$ cat src/rtl/rde_pkg.sv
package rde_pkg;

   localparam int VALUE_BITS  = 31;
   localparam int RADIX_BITS  = 6;
   localparam int DIGIT_BITS  = 6;
   localparam int CHAR_BITS   = 7;
   localparam int IDX_BITS    = $clog2(VALUE_BITS);
   localparam int COUNT_BITS  = $clog2(VALUE_BITS + 1);

   localparam logic [RADIX_BITS-1:0] RADIX_RESET = RADIX_BITS'(10);
   localparam logic [RADIX_BITS-1:0] RADIX_MIN   = RADIX_BITS'(2);
   localparam logic [RADIX_BITS-1:0] RADIX_MAX   = RADIX_BITS'(36);
   localparam logic [DIGIT_BITS-1:0] DIGIT_LIMIT = DIGIT_BITS'(10);
   localparam logic [CHAR_BITS-1:0]  CHAR_ZERO   = CHAR_BITS'(48);
   localparam logic [CHAR_BITS-1:0]  LETTER_BASE = CHAR_BITS'(65);

   // out-of-range register values clamp to the nearest legal base
   function automatic logic [RADIX_BITS-1:0] effective_radix(input logic [RADIX_BITS-1:0] r);
      logic [RADIX_BITS-1:0] res;
      if (r < RADIX_MIN) begin
         res = RADIX_MIN;
      end else if (r > RADIX_MAX) begin
         res = RADIX_MAX;
      end else begin
         res = r;
      end
      return res;
   endfunction

   function automatic logic [CHAR_BITS-1:0] digit_to_char(input logic [DIGIT_BITS-1:0] d);
      logic [CHAR_BITS-1:0] res;
      if (d < DIGIT_LIMIT) begin
         res = CHAR_ZERO + CHAR_BITS'(d);
      end else begin
         res = LETTER_BASE + CHAR_BITS'(d - DIGIT_LIMIT);
      end
      return res;
   endfunction

endpackage

$ cat src/rtl/rde_divider.sv
module rde_divider
   import rde_pkg::*;
(
   input  logic                  clock,
   input  logic                  reset,
   input  logic                  start,
   input  logic [VALUE_BITS-1:0] dividend,
   input  logic [RADIX_BITS-1:0] divisor,
   output logic                  done,
   output logic [VALUE_BITS-1:0] quotient,
   output logic [DIGIT_BITS-1:0] remainder
);

   logic                  active_ff;
   logic                  done_ff;
   logic [COUNT_BITS-1:0] step_ff;
   logic [VALUE_BITS-1:0] quo_ff;
   logic [DIGIT_BITS-1:0] rem_ff;
   logic [RADIX_BITS-1:0] div_ff;

   logic [DIGIT_BITS:0]   rem_shift;
   logic                  fits;
   logic [DIGIT_BITS:0]   rem_in;

   // one restoring division step per cycle, quotient bits shift in from the right
   always_comb begin
      rem_shift = {rem_ff, quo_ff[VALUE_BITS-1]};
      fits      = rem_shift >= {1'b0, div_ff};
      rem_in    = fits ? (rem_shift - {1'b0, div_ff}) : rem_shift;
   end

   always_ff @(posedge clock) begin
      if (reset) begin
         active_ff <= 1'b0;
         done_ff   <= 1'b0;
         step_ff   <= '0;
      end else begin
         done_ff <= 1'b0;
         if (start) begin
            active_ff <= 1'b1;
            step_ff   <= COUNT_BITS'(VALUE_BITS);
         end else if (active_ff) begin
            step_ff <= step_ff - COUNT_BITS'(1);
            if (step_ff == COUNT_BITS'(1)) begin
               active_ff <= 1'b0;
               done_ff   <= 1'b1;
            end
         end
      end
   end

   always_ff @(posedge clock) begin
      if (start) begin
         quo_ff <= dividend;
         rem_ff <= '0;
         div_ff <= divisor;
      end else if (active_ff) begin
         quo_ff <= {quo_ff[VALUE_BITS-2:0], fits};
         rem_ff <= rem_in[DIGIT_BITS-1:0];
      end
   end

   assign done      = done_ff;
   assign quotient  = quo_ff;
   assign remainder = rem_ff;

endmodule

$ cat src/rtl/radix_digit_emitter_top.sv
// channel   direction  handshake          payload
// req       in         req_valid/stall    req_value[30:0]
// rsp       out        rsp_valid/stall    rsp_digit_char[6:0], rsp_last
// csr       in         csr_valid/ready    csr_radix[5:0]
//
// each digit is one pass through the shared bit-serial divider; once all digits are
// stored, each is read from the digit store (ST_FETCH, ST_LOAD) and presented in ST_SEND.
// the response side waits in ST_SEND while rsp_stall is high.
// req_stall is high from acceptance until the last digit's transaction completes.
// reset puts radix back to 10 and the sequencer to idle; csr writes are always taken.
module radix_digit_emitter_top
   import rde_pkg::*;
(
   input  logic                  clock,
   input  logic                  reset,
   input  logic                  req_valid,
   output logic                  req_stall,
   input  logic [VALUE_BITS-1:0] req_value,
   output logic                  rsp_valid,
   input  logic                  rsp_stall,
   output logic [CHAR_BITS-1:0]  rsp_digit_char,
   output logic                  rsp_last,
   input  logic                  csr_valid,
   output logic                  csr_ready,
   input  logic [RADIX_BITS-1:0] csr_radix
);

   typedef enum logic [2:0] {
      ST_IDLE,
      ST_DIVIDE,
      ST_FETCH,
      ST_LOAD,
      ST_SEND
   } state_type;

   state_type             state_ff;
   logic                  start_ff;
   logic [RADIX_BITS-1:0] radix_ff;
   logic [VALUE_BITS-1:0] q_work_ff;
   logic [COUNT_BITS-1:0] count_ff;
   logic [IDX_BITS-1:0]   rd_idx_ff;
   logic [DIGIT_BITS-1:0] rd_data_ff;
   logic                  rsp_valid_ff;
   logic [CHAR_BITS-1:0]  rsp_char_ff;
   logic                  rsp_last_ff;

   logic [DIGIT_BITS-1:0] digit_store [VALUE_BITS];

   logic                  div_done;
   logic [VALUE_BITS-1:0] div_quotient;
   logic [DIGIT_BITS-1:0] div_remainder;
   logic                  req_take;
   logic                  final_digit;

   assign req_take    = req_valid && (state_ff == ST_IDLE);
   assign final_digit = (div_quotient == '0) || (count_ff == COUNT_BITS'(VALUE_BITS - 1));

   rde_divider u_div (
      .clock     (clock),
      .reset     (reset),
      .start     (start_ff),
      .dividend  (q_work_ff),
      .divisor   (effective_radix(radix_ff)),
      .done      (div_done),
      .quotient  (div_quotient),
      .remainder (div_remainder)
   );

   always_ff @(posedge clock) begin
      if (reset) begin
         radix_ff <= RADIX_RESET;
      end else if (csr_valid) begin
         radix_ff <= csr_radix;
      end
   end

   // remainders land least significant first and are read back in reverse
   always_ff @(posedge clock) begin
      if (state_ff == ST_DIVIDE && div_done) begin
         digit_store[count_ff[IDX_BITS-1:0]] <= div_remainder;
      end
      if (state_ff == ST_FETCH) begin
         rd_data_ff <= digit_store[rd_idx_ff];
      end
   end

   always_ff @(posedge clock) begin
      if (reset) begin
         state_ff     <= ST_IDLE;
         start_ff     <= 1'b0;
         q_work_ff    <= '0;
         count_ff     <= '0;
         rd_idx_ff    <= '0;
         rsp_valid_ff <= 1'b0;
         rsp_char_ff  <= '0;
         rsp_last_ff  <= 1'b0;
      end else begin
         start_ff <= 1'b0;
         unique case (state_ff)
            ST_IDLE: begin
               if (req_take) begin
                  q_work_ff <= req_value;
                  count_ff  <= '0;
                  start_ff  <= 1'b1;
                  state_ff  <= ST_DIVIDE;
               end
            end
            ST_DIVIDE: begin
               if (div_done) begin
                  count_ff <= count_ff + COUNT_BITS'(1);
                  if (final_digit) begin
                     rd_idx_ff <= count_ff[IDX_BITS-1:0];
                     state_ff  <= ST_FETCH;
                  end else begin
                     q_work_ff <= div_quotient;
                     start_ff  <= 1'b1;
                  end
               end
            end
            ST_FETCH: begin
               state_ff <= ST_LOAD;
            end
            ST_LOAD: begin
               rsp_valid_ff <= 1'b1;
               rsp_char_ff  <= digit_to_char(rd_data_ff);
               rsp_last_ff  <= (rd_idx_ff == '0);
               state_ff     <= ST_SEND;
            end
            ST_SEND: begin
               if (!rsp_stall) begin
                  rsp_valid_ff <= 1'b0;
                  if (rsp_last_ff) begin
                     state_ff <= ST_IDLE;
                  end else begin
                     rd_idx_ff <= rd_idx_ff - IDX_BITS'(1);
                     state_ff  <= ST_FETCH;
                  end
               end
            end
            default: begin
               state_ff <= ST_IDLE;
            end
         endcase
      end
   end

   assign req_stall      = (state_ff != ST_IDLE);
   assign rsp_valid      = rsp_valid_ff;
   assign rsp_digit_char = rsp_char_ff;
   assign rsp_last       = rsp_last_ff;
   assign csr_ready      = 1'b1;

endmodule
$ cat config.mk
export PLATFORM = sky130hd
export DESIGN_NAME = radix_digit_emitter_top
export DESIGN_NICKNAME = d
export VERILOG_FILES = /design/src/rtl/rde_pkg.sv /design/src/rtl/rde_divider.sv /design/src/rtl/radix_digit_emitter_top.sv
export SDC_FILE = /design/constraint.sdc
export NUM_CORES = 1
export LEC_CHECK = 0
export BUFFER_PORTS_ARGS = -buffer_cell sky130_fd_sc_hd__buf_2
export CAP_MARGIN = 20
export CORE_ASPECT_RATIO = 0.7
export CORE_MARGIN = 5
export CORE_UTILIZATION = 55
export CTS_BUF_LIST = sky130_fd_sc_hd__clkbuf_8
export CTS_CLUSTER_SIZE = 12
export DETAILED_ROUTE_END_ITERATION = 10
export PLACE_DENSITY = 0.71
export RECOVER_POWER = 100
export SLEW_MARGIN = 25
export SYNTH_ARGS = -nofsm -noshare
export SYNTH_HDL_FRONTEND = slang
export SYNTH_SLANG_ARGS = --single-unit
$ cat constraint.sdc
create_clock -name clock -period 4.75 [get_ports clock]
set_clock_uncertainty 0.15 [all_clocks]
set_input_delay 0.7125 -clock clock [delete_from_list [all_inputs] [get_ports clock]]
set_output_delay 0.7125 -clock clock [all_outputs]
set_load 0.02 [all_outputs]
==> results of run 1 <==
[worst max path at each step]
stage	end	startpoint	slack [ns]
finish	u_div.quotient[0]	u_div.remainder[2]	1.05
global route	q_work_ff[8]	state_ff[0]	0.84
CTS	q_work_ff[1]	state_ff[1]	1.77
detailed placement	q_work_ff[2]	state_ff[1]	1.79
global placement	q_work_ff[1]	state_ff[1]	1.86
floorplan	u_div.quotient[0]	u_div.remainder[2]	2.22
[state kept, by name, indices dropped and copies added (netlist names), 3 cells and up]
name	cells
u_div.quotient	31
rd_idx_ff	5
rd_data_ff	6
u_div.div_ff	6
rsp_digit_char	7
radix_ff	6
u_div.step_ff	5
u_div.remainder	6
digit_store	186
q_work_ff	31
count_ff	5
state_ff	3
[worst max-delay path, stage by stage (launching register included)]
cell      delay, ns
dfxtp_1        0.30
clkbuf_1       1.28
ha_1           0.48
a21o_1         0.22
a21oi_1        0.17
o211ai_1       0.29
and2_0         0.27
mux2_2         0.28
[layer usage]
layer	share of wire (%)	vias up	routed length, microns
met3	6.7	42	1797
met4	1.7	0	445
met2	43	214	11430
li1	-	3548	-
met5	0	-	0
met1	49	3794	12980
[cell usage after synthesis, drive strengths merged (5+ instances only)]
master	number	area, sq um
mux2i	66	660.6
xnor2	11	96.34
xor2	5	43.79
mux2	32	360.4
nand3	15	75.07
a211oi	35	417.9
inv	24	90.09
mux4	42	945.9
dfxtp	73	1461
nand2	28	105.1
a221oi	7	61.31
a22o	6	52.55
nor2b	5	31.28
nor2	73	274.0
clkbuf	27	102.6
nor4	12	75.07
ha	17	212.7
edfxtp	229	6877
o211ai	7	52.55
o31ai	5	37.54
a21oi	21	108.9
nor3	41	205.2
buf	31	181.4
o21ai	19	95.09
[power breakdown]
group,switching [mW],internal [mW],leakage (nW),total (mW)
Clock,0.962,1.01,0.474,1.98
Sequential,0.128,3.26,2.71,3.39
Combinational,0.646,0.338,1.67,0.984
[final cells by class]
cell class,count,share of cell area [%]
Timing Repair Buffer,68,2.406
Tap cell,318,2.772
Sequential cell,302,58.11
Multi-Input combinational cell,503,30.31
Clock buffer,50,4.795
Clock inverter,28,0.9852
Inverter,24,0.6277
[cells by family (layout without fill, tap and decap cells)]
kind of cell               Yosys count  after routing
DFF                                302            302
and+or+nand+nor                    207            207
muxes                              140            140
AOI/OAI and AO/OA                  120            120
buffers and inverters               82            170
adders and majority gates           19             19
xor gates and xnor gates            16             16
other                                1              1
==> summary.md, run 1 <==
| Metric | Value |
|---|---|
| Status | finished with violations |
| Violated checks | max-capacitance violations, max-slew violations |
| Total CTS buffers | 44 |
| Most frequent cells in the layout | edfxtp_1, nor2_1, dfxtp_1 |
| Die ar. | about 0.027 sq mm |
| R2R Setup Slk | 1.05 ns |
| Placed cells | between 1000 and 1500 |
| Hold_buf cts | 0 |
| Cells after Synth | just under 900 |
| Starting DRT DRC Count | just under 900 |
| Xor/xnor cell area share of the yosys netlist | 1.068% |
| Critical Path Fanout Max | 34 |
| I/O pins | 53 |
| Grt met1 use | 31.22% |
| Mapped Area | between 0.01 and 0.015 sq mm |
| Core footprint | between 0.02 and 0.025 sq mm |
| Most common cell after layout, fill and taps aside | edfxtp_1 |
| Hold WS | between 0.2 and 0.25 ns |
| Met2 usage | 28.03% |
| CTS tree | yes |
| Clock root buffer master | clkbuf_8 |
| Worst Path Class, Setup | flip-flop to flip-flop |
| Post-synthesis adder-cell area fraction | 1.850% |
| Worst setup EP type | flip-flop |
| Post-detailed-route via-to-cell ratio | about 5.9 |
| Die width | between 150 and 200 microns |
| LEAKAGE | 4.856 nW |
| Hold/Removal Path Class | primary input to flip-flop |
| Routability cong. | between 0.7 and 0.8 |
| Place WS | 1.792 ns |
| # setup viols final | 0 |
| Post-synthesis simple-gate area fraction | under 10% |
| RSZ-0062 raised after global routing | false |
| GRT Total Usage | approximately a fifth |
| Largest net degree at the start of global routing | 53 |
| Commonest register cell after synthesis | edfxtp_1 |
| Compound-Gate Fraction of Synth Area | just under 8% |
| Async SR Flop Fraction | 0% |
| Total negative slack | 0 ns |
| Slew Viols, Final | between 200 and 300 |
| Starting Density | roughly 56% |
| ANT nets after route | 0 |
| Insertion delay to the later sink of the worst-skew pair | 0.57 ns |
| Max_cap viols | 8 |
| Multi-input gate area | between 0.004 and 0.005 sq mm |
| Placed Area | approximately 0.014 sq mm |
| Seq/Total Area, Yosys | 63.56% |
| H-tree Lvls | 2 |
| Via count | ~7600 |
| Clk sinks | ~300 |
| Initial antenna violation count | 0 |
| Total wire length | 26650 microns |
| PwrDens | 442.3 mW/mm^2 |
| Clock-pin slew on the worst setup and hold paths | ~0.07 ns |
| Global-route wire length before repair | 42880 microns |
| Clk buf depth | 3 |
| Hold path start | csr_radix[3] |
| Worst Path Arrival | 3.86 ns |
| Yosys reg bits | about 300 |
| Slew @ Worst Pin | around 2.8 ns |
| Setup Fix Bufs, Post-CTS | 0 |
| FF-to-FF Start | u_div.remainder[2] |
| Resized cells post-CTS | 0 |
| Die Y | ~140 microns |
| Post-Syn Nets | roughly 950 |
| Ratio of cells with drive above 1 in the final layout | a little over a fifth |
| Largest family of logic cells by synthesized area | multiplexers |
| Startpoint class of the critical path | flip-flop |
| Worst VDD drop | ~280 uV |
| Drt pass-1 iters | 5 |
| Syn Area/Cell | about 15 sq um |
| Register Area | about 0.0083 sq mm |
| Number of synthesis warnings | 0 |
| R2R Path End | u_div.quotient[0] |
| Vias in the first global route | 7699 |
| GRT Residual Overflow | 0 |
| Post-synthesis mux area share | roughly 15% |
| Tmin final | ~3.7 ns |
| Final hold violations | 0 |
| Period utilization | ~78% |
| Pwr Total | between 6 and 7 mW |
| Fin nets | 1003 |
| Final std cell area, no fill | 0.01435 sq mm |
| Area grow syn2layout | 9.405% |
| Unique masters post-synth | between 60 and 70 |
| Ant. Diodes | 0 |
| Gr busiest metal | met1 |
| Rows | 47 |
| Number of stages on the worst hold path | 3 |
| Routed wire per std cell | 20.61 microns |
| Residual DRC count | 0 |
| Final worst setup slack | approximately 1.1 ns |
| Post-synth EDFFs | about 230 |
| Depth of the most critical reg-to-reg path | 7 |
| Met3 usage | approximately 4.5% |
| Fillcell total | between 1500 and 2000 |
| Hpwl dp | ~17000 microns |
| Cell Count, Final, Fillers Out | approximately 1300 |
| CP Data Required Time | slightly below 5 ns |
| Min-Delay Endpoint | radix_ff[3] |
| Final Util | 60.86% |
| PortBufs | 51 |
| Slew headroom | -83.64% |
| Max Freq | 270.6 MHz |
Power figures use the tool's default switching activity.
==> run 2, diff against run 1 <==
- clock period: 4.75 -> 3.6 ns (I/O delays scaled with it)
==> summary.md, run 2 (synthesis results as in run 1) <==
| Metric | Value |
|---|---|
| GRT Total Usage | 19.40% |
| Final hold violations | 0 |
| R2R Setup Slk | just under 0.6 ns |
| Ratio of cells with drive above 1 in the final layout | between 10% and 20% |
| Depth of the most critical reg-to-reg path | 2 |
| Hold/Removal Path Class | primary input to flip-flop |
| Sw power | 2.240 mW |
| Net Sw Frac | 27.02% |
| Slowest-stage cell, CP | dfxtp_1 |
| Routed wire per std cell | 20.58 microns |
| Tmin final | 3.023 ns |
| Hold WS | between 0.06 and 0.07 ns |
| Min-Delay Endpoint | radix_ff[3] |
| Clock root buffer master | clkbuf_8 |
| Hold_buf cts | 0 |
| Routability cong. | ~0.80 |
| ANT nets after route | 0 |
| H-tree Lvls | 2 |
| Int Pwr | 6.049 mW |
| Worst setup EP type | flip-flop |
| Most frequent cells in the layout | edfxtp_1, nor2_1, dfxtp_1 |
| Ant. Diodes | 0 |
| Final worst setup slack | 0.5765 ns |
| Vias in the first global route | 7595 |
| R2R Path End | u_div.quotient[7] |
| Initial antenna violation count | 0 |
| Max Freq | between 300 and 400 MHz |
| Most common cell after layout, fill and taps aside | edfxtp_1 |
| Slew headroom | -7.856% |
| LEAKAGE | between 4 and 5 nW |
| Violated checks | max-capacitance violations, max-slew violations |
| Hpwl dp | roughly 17000 microns |
| Max reg flops | between 150 and 200 |
| Post-detailed-route via-to-cell ratio | between 5 and 6 |
| Worst VDD drop | between 300 and 400 uV |
| Status | finished with violations |
| Setup Fix Bufs, Post-CTS | 0 |
| Clk sinks | approximately 300 |
| Number of stages on the worst hold path | 3 |
| FF-to-FF Start | start_ff |
| PortBufs | approximately 50 |
| Clock share of power | between 30% and 40% |
| Fin nets | 1002 |
| Total CTS buffers | 45 |
| Slew @ Worst Pin | roughly 1.6 ns |
| CP max stage delay | ~1.2 ns |
| Period utilization | 83.99% |
| Startpoint class of the critical path | flip-flop |
| PwrDens | 580.8 mW/mm^2 |
| Insertion delay to the later sink of the worst-skew pair | ~0.55 ns |
| Global-route wire length before repair | roughly 42000 microns |
| Comb pwr share | between 10% and 20% |
| Worst Path Arrival | between 3 and 4 ns |
| Area grow syn2layout | 8.785% |
| Die Y | 139.2 microns |
| Hold path start | csr_radix[3] |
| Die width | between 150 and 200 microns |
| GRT Residual Overflow | 0 |
| Max_cap viols | 3 |
| I/O pins | 53 |
| Slew Viols, Final | a little over 100 |
| RSZ-0062 raised after global routing | false |
| Starting Density | a little under three fifths |
| Die ar. | approximately 0.027 sq mm |
| Pwr Total | approximately 8.3 mW |
| Rows | 47 |
| Setup crit start | start_ff |
| Critical Path Fanout Max | 26 |
| Place WS | approximately 0.77 ns |
| CP delay by family, top | flip-flops |
| Worst Path Class, Setup | flip-flop to flip-flop |
| Clock-pin slew on the worst setup and hold paths | roughly 0.07 ns |
| Total wire length | between 20000 and 30000 microns |
| Worst-path cell chain | clkbuf_1, mux2_2 |
| Largest net degree at the start of global routing | between 50 and 60 |
| Bufs and invs on worst path | 1 |
| # setup viols final | 0 |
| Residual DRC count | 0 |
| Via count | ~7600 |
| Clk buf depth | 3 |
| Total negative slack | 0 ns |
| CTS tree | yes |
| Drt pass-1 iters | 5 |
| Fillcell total | 1810 |
| Starting DRT DRC Count | 670 |
| Resized cells post-CTS | 0 |
| CP Data Required Time | 3.75 ns |
| Core footprint | ~0.024 sq mm |
| Sequential share of power | roughly 54% |
==> run 2: cell type report <==
cell class                      instances  area, sq um  area share [%]
Clock inverter                         35        166.4           1.166
Tap cell                              318        397.9           2.788
Clock buffer                           49        674.4           4.726
Timing Repair Buffer                   66        340.3           2.385
Sequential cell                       302         8343           58.47
Multi-Input combinational cell        503         4258           29.84
Inverter                               24        90.09          0.6313
==> run 2: worst max path at each step <==
stage / end / depth (start not counted)
floorplan: u_div.quotient[0] / 6
global placement: start_ff / 5
detailed placement: start_ff / 5
CTS: start_ff / 5
global route: u_div.quotient[8] / 2
finish: u_div.quotient[7] / 2
==> run 2: power groups by stage <==
stage | clock network (mW) | logic, mW | registers, mW
6_report | 2.58 | 1.19 | 4.51
5_1_grt | 2.83 | 1.32 | 4.54
4_1_cts | 2.65 | 1.27 | 4.49
3_5_place_dp | 0 | 1.26 | 4.57
3_3_place_gp | 0 | 1.24 | 4.57
2_1_floorplan | 0 | 0.808 | 4.60
==> run 2: stage by stage <==
step           cells  utilization (%)  instance area, sq um
2_1_floorplan    887                -                 13120
6_report        1297            60.51                 14270
3_5_place_dp    1212            57.70                 13610
4_1_cts         1296            61.27                 14450
3_3_place_gp    1212            57.70                 13610
5_1_grt         1297            60.51                 14270
==> run 2: per-layer routing <==
layer	up-vias	wire length [microns]	track usage, %
li1	3538	-	-
met1	3836	13060	30.90
met2	215	11830	28.23
met3	27	1565	3.600
met4	0	238	3.920
met5	-	0	0
==> run 2: tightest hold or removal path, stage by stage <==
cell	delay (ns)
buf_2	0.07
mux2i_1	0.05
nand2_1	0.06
==> run 3, diff against run 2 <==
- PLACE_DENSITY: 0.71 -> 0.74
- clock period: 3.6 -> 2.6 ns (I/O delays scaled with it)
==> summary.md, run 3 (synthesis results as in run 1) <==
| Metric | Value |
|---|---|
| Status | finished with violations |
| Violated checks | max-capacitance violations, max-slew violations |
| Period utilization | 93.67% |
| Total negative slack | 0 ns |
| Clock-pin slew on the worst setup and hold paths | approximately 0.07 ns |
| Final hold violations | 0 |
| R2R Setup Slk | roughly 0.16 ns |
| RSZ-0062 raised after global routing | false |
| Worst setup EP type | flip-flop |
| Drt pass-1 iters | 5 |
| R2R Path End | digit_store[14][3] |
| Via count | around 8000 |
| Worst Path Class, Setup | flip-flop to flip-flop |
| Routed wire per std cell | between 20 and 25 microns |
| Hold WS | 0.04310 ns |
| GRT Total Usage | 20.73% |
| Slew @ Worst Pin | 1.676 ns |
| ANT nets after route | 0 |
| Ant. Diodes | 0 |
| PwrDens | 781.3 mW/mm^2 |
| GRT Residual Overflow | 0 |
| Clk sinks | a little over 300 |
| Fin nets | roughly 1100 |
| Hold/Removal Path Class | primary input to flip-flop |
| Final worst setup slack | between 0.15 and 0.2 ns |
| Max_cap viols | 3 |
| Hold path start | csr_valid |
| Pwr Total | 11.60 mW |
| Vias in the first global route | between 7000 and 8000 |
| Core footprint | approximately 0.024 sq mm |
| CTS tree | yes |
| FF-to-FF Start | state_ff[0] |
| Min-Delay Endpoint | radix_ff[1] |
| Tmin final | 2.436 ns |
| Bufs and invs on worst path | 2 |
| Worst-path cell chain | nor3b_4, buf_4, nand3_1, nor2_1, clkbuf_1 |
| Rows | between 40 and 50 |
| Worst Path Arrival | about 2.5 ns |
| Most common cell after layout, fill and taps aside | edfxtp_1 |
| Max Freq | about 400 MHz |
| CP delay by family, top | simple AND/OR/NAND/NOR gates |
| CP max stage delay | 0.42 ns |
| Place WS | ~0.23 ns |
| Die ar. | ~0.027 sq mm |
| Placed cells | ~1300 |
| Slew headroom | -11.72% |
| Clk buf depth | 3 |
| Hpwl dp | between 15000 and 20000 microns |
| Area grow syn2layout | 13.23% |
| Starting Density | between 50% and 60% |
| H-tree Lvls | 2 |
| Placed Area | 0.01416 sq mm |
| Die width | 194.6 microns |
| Total CTS buffers | 45 |
| Global-route wire length before repair | ~45000 microns |
| Resized cells post-CTS | 0 |
| Residual DRC count | 0 |
| CP Data Required Time | around 2.6 ns |
| Slowest-stage cell, CP | dfxtp_1 |
| Cell Count, Final, Fillers Out | about 1400 |
| Worst VDD drop | about 550 uV |
| Ratio of cells with drive above 1 in the final layout | about 25% |
| Total wire length | between 20000 and 30000 microns |
| Most frequent cells in the layout | edfxtp_1, nor2_1, dfxtp_1 |
| Depth of the most critical reg-to-reg path | 5 |
| Startpoint class of the critical path | flip-flop |
| Slew Viols, Final | 102 |
| Routability cong. | between 0.8 and 0.9 |
| Post-detailed-route via-to-cell ratio | between 5 and 6 |
| Final std cell area, no fill | between 0.01 and 0.015 sq mm |
| # setup viols final | 0 |
| Max reg flops | about 190 |
| Starting DRT DRC Count | between 600 and 700 |
| Final Util | approximately 63% |
| Number of stages on the worst hold path | 3 |
| LEAKAGE | about 5.1 nW |
| PortBufs | 51 |
| Initial antenna violation count | 1 |
| Critical Path Fanout Max | 8 |
| Clock root buffer master | clkbuf_8 |
| Largest net degree at the start of global routing | 34 |
| Insertion delay to the later sink of the worst-skew pair | 0.56 ns |
| I/O pins | between 50 and 60 |
| Fillcell total | 1767 |
| Die Y | 139.2 microns |
| Setup Fix Bufs, Post-CTS | 0 |
-- run 3: changes by cell type in the layout (fill, tap and decap cells not counted), sizes merged, moves of 3 or more --
cell	before	now
buf	47	74
clkbuf	68	109
clkinv	9	3
dlygate4sd3	0	6
inv	47	44
-- run 3: final cells by class --
class                      count  area (sq um)  share of cell area [%]
clock inverter                24         96.34                  0.6486
timing repair buffer         136         799.5                   5.383
sequential                   302          8343                   56.17
clock buffer                  53         729.5                   4.911
tap                          318         397.9                   2.679
multi-input combinational    503          4397                   29.60
inverter                      24         90.09                  0.6065
-- run 3: where the power goes --
part           internal, mW  switching [mW]  total, mW
clock                  1.84            1.73       3.56
sequential             5.95           0.231       6.18
combinational         0.653            1.21       1.86
total                  8.44            3.16       11.6
-- run 3: worst reg2reg max path, stage by stage, from the launching register on --
cell	delay, ns
dfxtp_1	0.42
nor3b_4	0.30
buf_4	0.20
nand3_1	0.37
nor2_1	0.22
clkbuf_1	0.40
-- run 3: timing repair --
| item | in CTS | in global routing |
|---|---|---|
| hold endpoints to repair | 6 | 0 |
| hold buffers | 6 | 0 |
| setup endpoints to repair | 0 | 0 |
-- run 3: layer usage --
| layer | share of wire, % | track usage, % | vias up |
|---|---|---|---|
| li1 | - | - | 3679 |
| met1 | 48 | 32.81 | 3936 |
| met2 | 43 | 29.37 | 303 |
| met3 | 7.3 | 4.180 | 46 |
| met4 | 1.9 | 5.695 | 2 |
| met5 | 0.032 | 0 | - |
-- run 3: worst max-delay path by stage --
stage                                  start                  to  cells past startpoint
after global routing             state_ff[0]  digit_store[16][0]                      5
after floorplan           u_div.remainder[2]   u_div.quotient[0]                      6
after CTS                       rd_idx_ff[1]       rd_data_ff[2]                      5
after detailed placement        rd_idx_ff[1]       rd_data_ff[2]                      5
after global placement          rd_idx_ff[1]       rd_data_ff[2]                      5
final                            state_ff[0]  digit_store[14][3]                      5
